[src/rtl/hptm_pkg.sv]
// ----------------------------------------------------------------------------
// hptm_pkg
// Shared types and constants of the hot page table with min-count replacement.
// ----------------------------------------------------------------------------
package hptm_pkg;

	localparam int CAPACITY = 512;
	localparam int IDX_W    = $clog2(CAPACITY);

	localparam int KIND_W  = 2;
	localparam int ADDR_W  = 48;
	localparam int COUNT_W = 15;
	localparam int SLOT_W  = 9;
	localparam int ACT_W   = 3;
	localparam int OCC_W   = 10;

	localparam int CMDQ_DEPTH = 2;

	// input kinds
	localparam logic [KIND_W-1:0] KIND_RECORD = 2'd0;
	localparam logic [KIND_W-1:0] KIND_READ   = 2'd1;
	localparam logic [KIND_W-1:0] KIND_CLEAR  = 2'd2;

	// result actions
	localparam logic [ACT_W-1:0] ACT_UPDATED  = 3'd0;
	localparam logic [ACT_W-1:0] ACT_INSERTED = 3'd1;
	localparam logic [ACT_W-1:0] ACT_REPLACED = 3'd2;
	localparam logic [ACT_W-1:0] ACT_DROPPED  = 3'd3;
	localparam logic [ACT_W-1:0] ACT_READ     = 3'd4;
	localparam logic [ACT_W-1:0] ACT_CLEARED  = 3'd5;

	typedef struct packed {
		logic [KIND_W-1:0]  kind;
		logic [ADDR_W-1:0]  page_address;
		logic [COUNT_W-1:0] page_count;
		logic [SLOT_W-1:0]  slot;
	} hptm_item_t;

	typedef struct packed {
		logic [ACT_W-1:0]   action;
		logic [SLOT_W-1:0]  entry_slot;
		logic [ADDR_W-1:0]  entry_address;
		logic [COUNT_W-1:0] entry_count;
		logic [OCC_W-1:0]   occupancy;
	} hptm_result_t;

	typedef enum logic [1:0] {
		OP_RECORD,
		OP_READ,
		OP_CLEAR,
		OP_NONE
	} hptm_op_t;

	typedef struct packed {
		hptm_op_t           op;
		logic [ADDR_W-1:0]  page_address;
		logic [COUNT_W-1:0] page_count;
		logic [SLOT_W-1:0]  slot;
	} hptm_cmd_t;

	typedef struct packed {
		logic [ADDR_W-1:0]  addr;
		logic [COUNT_W-1:0] count;
	} hptm_entry_t;

	typedef enum logic [1:0] {
		S_IDLE,
		S_SCAN,
		S_DECIDE,
		S_RDWAIT
	} hptm_state_t;

endpackage

[src/rtl/hptm_front.sv]
// ----------------------------------------------------------------------------
// hptm_front
// Accepts input beats, decodes the kind into an operation and holds them in a
// short command queue for the table engine.
// ----------------------------------------------------------------------------
module hptm_front (
	input  logic                clk,
	input  logic                arst_n,
	input  hptm_pkg::hptm_item_t item,
	input  logic                push,
	output logic                full,
	output hptm_pkg::hptm_cmd_t cmd,
	output logic                cmd_valid,
	input  logic                cmd_pop
);
	import hptm_pkg::*;

	localparam int PTR_W = $clog2(CMDQ_DEPTH);
	localparam int CNT_W = $clog2(CMDQ_DEPTH + 1);

	hptm_cmd_t        slots_q [CMDQ_DEPTH];
	logic [PTR_W-1:0] wr_ptr_q;
	logic [PTR_W-1:0] rd_ptr_q;
	logic [CNT_W-1:0] count_q;
	hptm_cmd_t        decoded;
	logic             do_push;

	always_comb begin
		decoded.page_address = item.page_address;
		decoded.page_count   = item.page_count;
		decoded.slot         = item.slot;
		case (item.kind)
			KIND_RECORD: decoded.op = OP_RECORD;
			KIND_READ:   decoded.op = OP_READ;
			KIND_CLEAR:  decoded.op = OP_CLEAR;
			default:     decoded.op = OP_NONE;
		endcase
	end

	assign full      = (count_q == CNT_W'(CMDQ_DEPTH));
	assign do_push   = push && !full;
	assign cmd_valid = (count_q != '0);
	assign cmd       = slots_q[rd_ptr_q];

	always_ff @(posedge clk or negedge arst_n) begin
		if (!arst_n) begin
			wr_ptr_q <= '0;
			rd_ptr_q <= '0;
			count_q  <= '0;
		end else begin
			if (do_push)
				wr_ptr_q <= (wr_ptr_q == PTR_W'(CMDQ_DEPTH - 1)) ? '0 : wr_ptr_q + 1'b1;
			if (cmd_pop)
				rd_ptr_q <= (rd_ptr_q == PTR_W'(CMDQ_DEPTH - 1)) ? '0 : rd_ptr_q + 1'b1;
			if (do_push && !cmd_pop)
				count_q <= count_q + 1'b1;
			else if (!do_push && cmd_pop)
				count_q <= count_q - 1'b1;
		end
	end

	always_ff @(posedge clk) begin
		if (do_push)
			slots_q[wr_ptr_q] <= decoded;
	end

`ifndef SYNTHESIS
	a_count_bound: assert property (@(posedge clk) disable iff (!arst_n)
		count_q <= CNT_W'(CMDQ_DEPTH))
		else $error("command queue over depth");
	a_pop_nonempty: assert property (@(posedge clk) disable iff (!arst_n)
		cmd_pop |-> cmd_valid)
		else $error("command popped from empty queue");
	a_push_grows: assert property (@(posedge clk) disable iff (!arst_n)
		(do_push && !cmd_pop) |=> count_q == $past(count_q) + 1'b1)
		else $error("command queue count lost a beat");
`endif

endmodule

[config.mk]
export PLATFORM = sky130hd
export DESIGN_NAME = hptm_front
export DESIGN_NICKNAME = d
export VERILOG_FILES = /design/src/rtl/hptm_pkg.sv /design/src/rtl/hptm_front.sv
export SDC_FILE = /design/constraint.sdc
export NUM_CORES = 1
export LEC_CHECK = 0
export BUFFER_PORTS_ARGS = -buffer_cell sky130_fd_sc_hd__buf_2
export CELL_PAD_IN_SITES_DETAIL_PLACEMENT = 0
export CELL_PAD_IN_SITES_GLOBAL_PLACEMENT = 2
export CORE_UTILIZATION = 41
export CTS_CLUSTER_DIAMETER = 200
export CTS_CLUSTER_SIZE = 16
export DETAILED_ROUTE_END_ITERATION = 7
export PLACE_DENSITY_LB_ADDON = 0.1
export SLEW_MARGIN = 10
export SYNTH_ARGS = -nofsm -noshare
export SYNTH_HDL_FRONTEND = slang
export SYNTH_SLANG_ARGS = --single-unit
[constraint.sdc]
create_clock -name clk -period 10.4 [get_ports clk]
set_input_delay 1.04 -clock clk [delete_from_list [all_inputs] [get_ports clk]]
set_output_delay 1.04 -clock clk [all_outputs]
set_load 0.02 [all_outputs]
==> results.py <==
metrics = {
    "run_status": {
        "outcome": "complete, no violations",
    },
    "global_routing": {
        "grt_pass1_wl_um": 14400,
        "busiest_layer": "met2",
        "grt_overflow": 0,
        "grt_use_met3_pct": 6.60,
        "grt.total_usage_pct": 14.1,
        "use_met1_pct": 16.3,
        "grt_max_degree": 75,
        "grt_pass1_vias": 2750,
        "grtUsageMet2_pct": 21.8,
        "antenna_found_initial": 1,
    },
    "run": {
        "drv_cap": 0,
    },
    "drt": {
        "route.antenna.remaining_nets": 0,
        "drcViolationCount": 0,
        "post_drt_wl_per_cell_um": 16.0,
        "totalWireLength_um": 9690,
        "first_pass_iters": 4,
        "via_count": 2775,
        "drt-initial-drc-count": 146,
        "routed_via_density": 4.59,
    },
    "placement": {
        "post_dp_cell_area_um2": 6680,
        "gp_congestion": 0.656,
        "placedCellCount": 572,
        "place.port_buffers": 153,
        "pre_cts_ws_ns": 7.28,
        "hpwl_um": 6200,
    },
    "cts": {
        "cts_tree": "yes",
        "root_buffer": "clkbuf_16",
        "cts_resized": 0,
        "insertion_delay_ns": 0.41,
        "path_clk_slew_ns": 0.06,
        "post_cts_buffers": 0,
        "hold_buffers": 0,
        "cts_made_buffers": 17,
        "cts_buffer_depth": 2,
        "htreeDepth": 4,
        "cts.sinks": 152,
    },
    "synthesis": {
        "syn_area_um2": 5750,
        "synth_edf_count": 148,
        "synth.most_common_cell": "edfxtp_1",
        "yosysSeqAreaShare_pct": 79.1,
        "synth_seq_cells": 152,
        "yosysUniqueCellTypes": 16,
        "syn-num-nets": 330,
        "synth_largest_area_cell": "edfxtp_1",
        "yosys_warnings": 0,
        "synth_area_leaders": "edfxtp_1 (77%), mux2_4 (13%), mux2_2 (4.7%), dfrtp_1 (1.7%), buf_6 (1.2%)",
        "synth_top_cell_area_share_pct": 77.3,
        "ys_async_sr_fraction_pct": 2.63,
        "yosys_most_used_dff": "edfxtp_1",
        "syn_area_per_cell_um2": 22.9,
        "synthTopCellsByCount": "edfxtp_1 (148), mux2_4 (50), mux2_2 (24), buf_6 (6), dfrtp_1 (4)",
        "postSynthCellCount": 251,
    },
    "timing": {
        "worst_slack_ns": 6.86,
        "min_period_ns": 3.54,
        "holdWs_ns": 0.424,
        "rsz0062_at_grt": "no",
        "hold_viol": 0,
        "fin_skew_ns": 0.00737,
        "worst_slew_pin_slew_ns": 1.12,
        "finalCritPeriodShare_pct": 34.0,
        "max_freq_mhz": 283,
        "setup_tns_ns": 0,
        "relSlewSlack_pct": 25.5,
        "drv_slew": 0,
        "setup_viol": 0,
    },
    "layout": {
        "diodes": 0,
        "layout.nets": 494,
        "multi_input_area_um2": 1120,
        "fin_util_pct": 54.2,
        "seqCellArea_um2": 4550,
        "fill_cells": 1123,
        "drive_gt1_share_pct": 61.7,
        "postLayoutCellArea_um2": 7290,
        "synthToLayoutAreaGrowth_pct": 26.8,
        "final_cells": 604,
    },
    "pwr": {
        "internal-power_mw": 1.54,
        "total_power_mw": 2.22,
        "p_per_area_nw_per_um2": 304,
        "seq_power_share_pct": 40.0,
        "comb_power_share_pct": 32.3,
        "p_sw_mw": 0.678,
        "p_clk_share_pct": 27.6,
        "leakagePower_nw": 2.89,
        "ir_drop_mv": 0.174,
        "switching_share_pct": 30.6,
    },
    "floorplan": {
        "core-area_um2": 13500,
        "pin_count": 154,
        "rows": 42,
        "die_h_um": 120,
        "die_area_um2": 14500,
        "start_util_pct": 42.7,
        "die_x_um": 120,
    },
    "critical_path": {
        "required_ns": 9.36,
        "critPathCaptureType": "output port",
        "path_max_fanout": 61,
        "arrival_ns": 2.50,
        "start_kind": "register",
        "path_class": "register to output port",
    },
    "min_path": {
        "hold_path_class": "input port to asynchronous set/reset pin",
    },
}
[metal layers]
| metal | wire length [um] | vias up |
|---|---|---|
| met5 | 0 | - |
| met4 | 162 | 0 |
| met3 | 806 | 15 |
| met2 | 4740 | 106 |
| met1 | 3980 | 1341 |
| li1 | - | 1313 |
[power by group through the flow]
stage / clock (mW) / combinational (mW) / sequential (mW)
after global routing: 0.652 / 0.764 / 0.901
after detailed placement: 0 / 0.734 / 0.902
after floorplan: 0 / 0.554 / 0.888
final: 0.613 / 0.717 / 0.888
after global placement: 0 / 0.732 / 0.897
after CTS: 0.628 / 0.734 / 0.890
[kinds of logic (layout without fill, tap and decap cells)]
family        Yosys count  count (layout)  share of synthesized area [%]
fa+ha+maj               1               1                          0.218
buf+inv                13             190                           1.68
flops                 152             152                           79.1
simple gates            6               6                          0.523
mux                    74              74                           17.8
xor+xnor                5               5                          0.762
[worst paths after layout]
check | startpoint | to | slack, ns | depth (start not counted)
setup / recovery | rd_ptr_q | cmd[52] | 6.86 | 3
hold / removal | arst_n | count_q[1] | 0.42 | 1
setup reg to reg | count_q[0] | slots_q[0][50] | 8.19 | 4
hold reg to reg | count_q[1] | count_q[1] | 0.49 | 1
max in group asynchronous | arst_n | rd_ptr_q | 9.84 | 1
min in group clk | count_q[1] | count_q[1] | 0.49 | 1
[final cells by class]
cell class | instances | share of cell area (%)
clock inverter | 12 | 2.06
clock buffer | 20 | 6.27
tap | 176 | 3.02
multi-input combinational | 86 | 15.4
timing repair buffer | 155 | 10.7
sequential | 152 | 62.4
inverter | 3 | 0.155
[layout by cell type (no fill, tap or decap)]
cell / synthesis / routed
and3_4: 0 / 1
nor2_4: 0 / 1
clkinv_2: 0 / 4
buf_4: 0 / 2
nand2b_1: 1 / 1
dfrtp_1: 4 / 3
nor2_1: 2 / 1
mux2_4: 50 / 50
clkbuf_8: 0 / 2
dfrtp_4: 0 / 1
bufinv_16: 0 / 3
clkinv_4: 0 / 2
mux2_2: 24 / 24
buf_2: 2 / 153
inv_1: 3 / 3
clkbuf_16: 0 / 17
edfxtp_1: 148 / 148
nand2_1: 1 / 1
ha_1: 1 / 1
clkbuf_1: 2 / 1
xnor2_1: 2 / 2
xor2_1: 3 / 3
or2_2: 1 / 1
clkinvlp_4: 0 / 3
[flip-flops by register name, indices dropped and copies added (netlist names)]
register / flops
slots_q: 148
count_q: 2
rd_ptr_q: 1
wr_ptr_q: 1
[worst max-delay path, cell delays in order (launching register included)]
cell and delay [ns]:
dfrtp_4 0.56, buf_4 0.83, mux2_2 0.42, buf_2 0.16
Note: power is estimated with default switching activity, not from simulation.
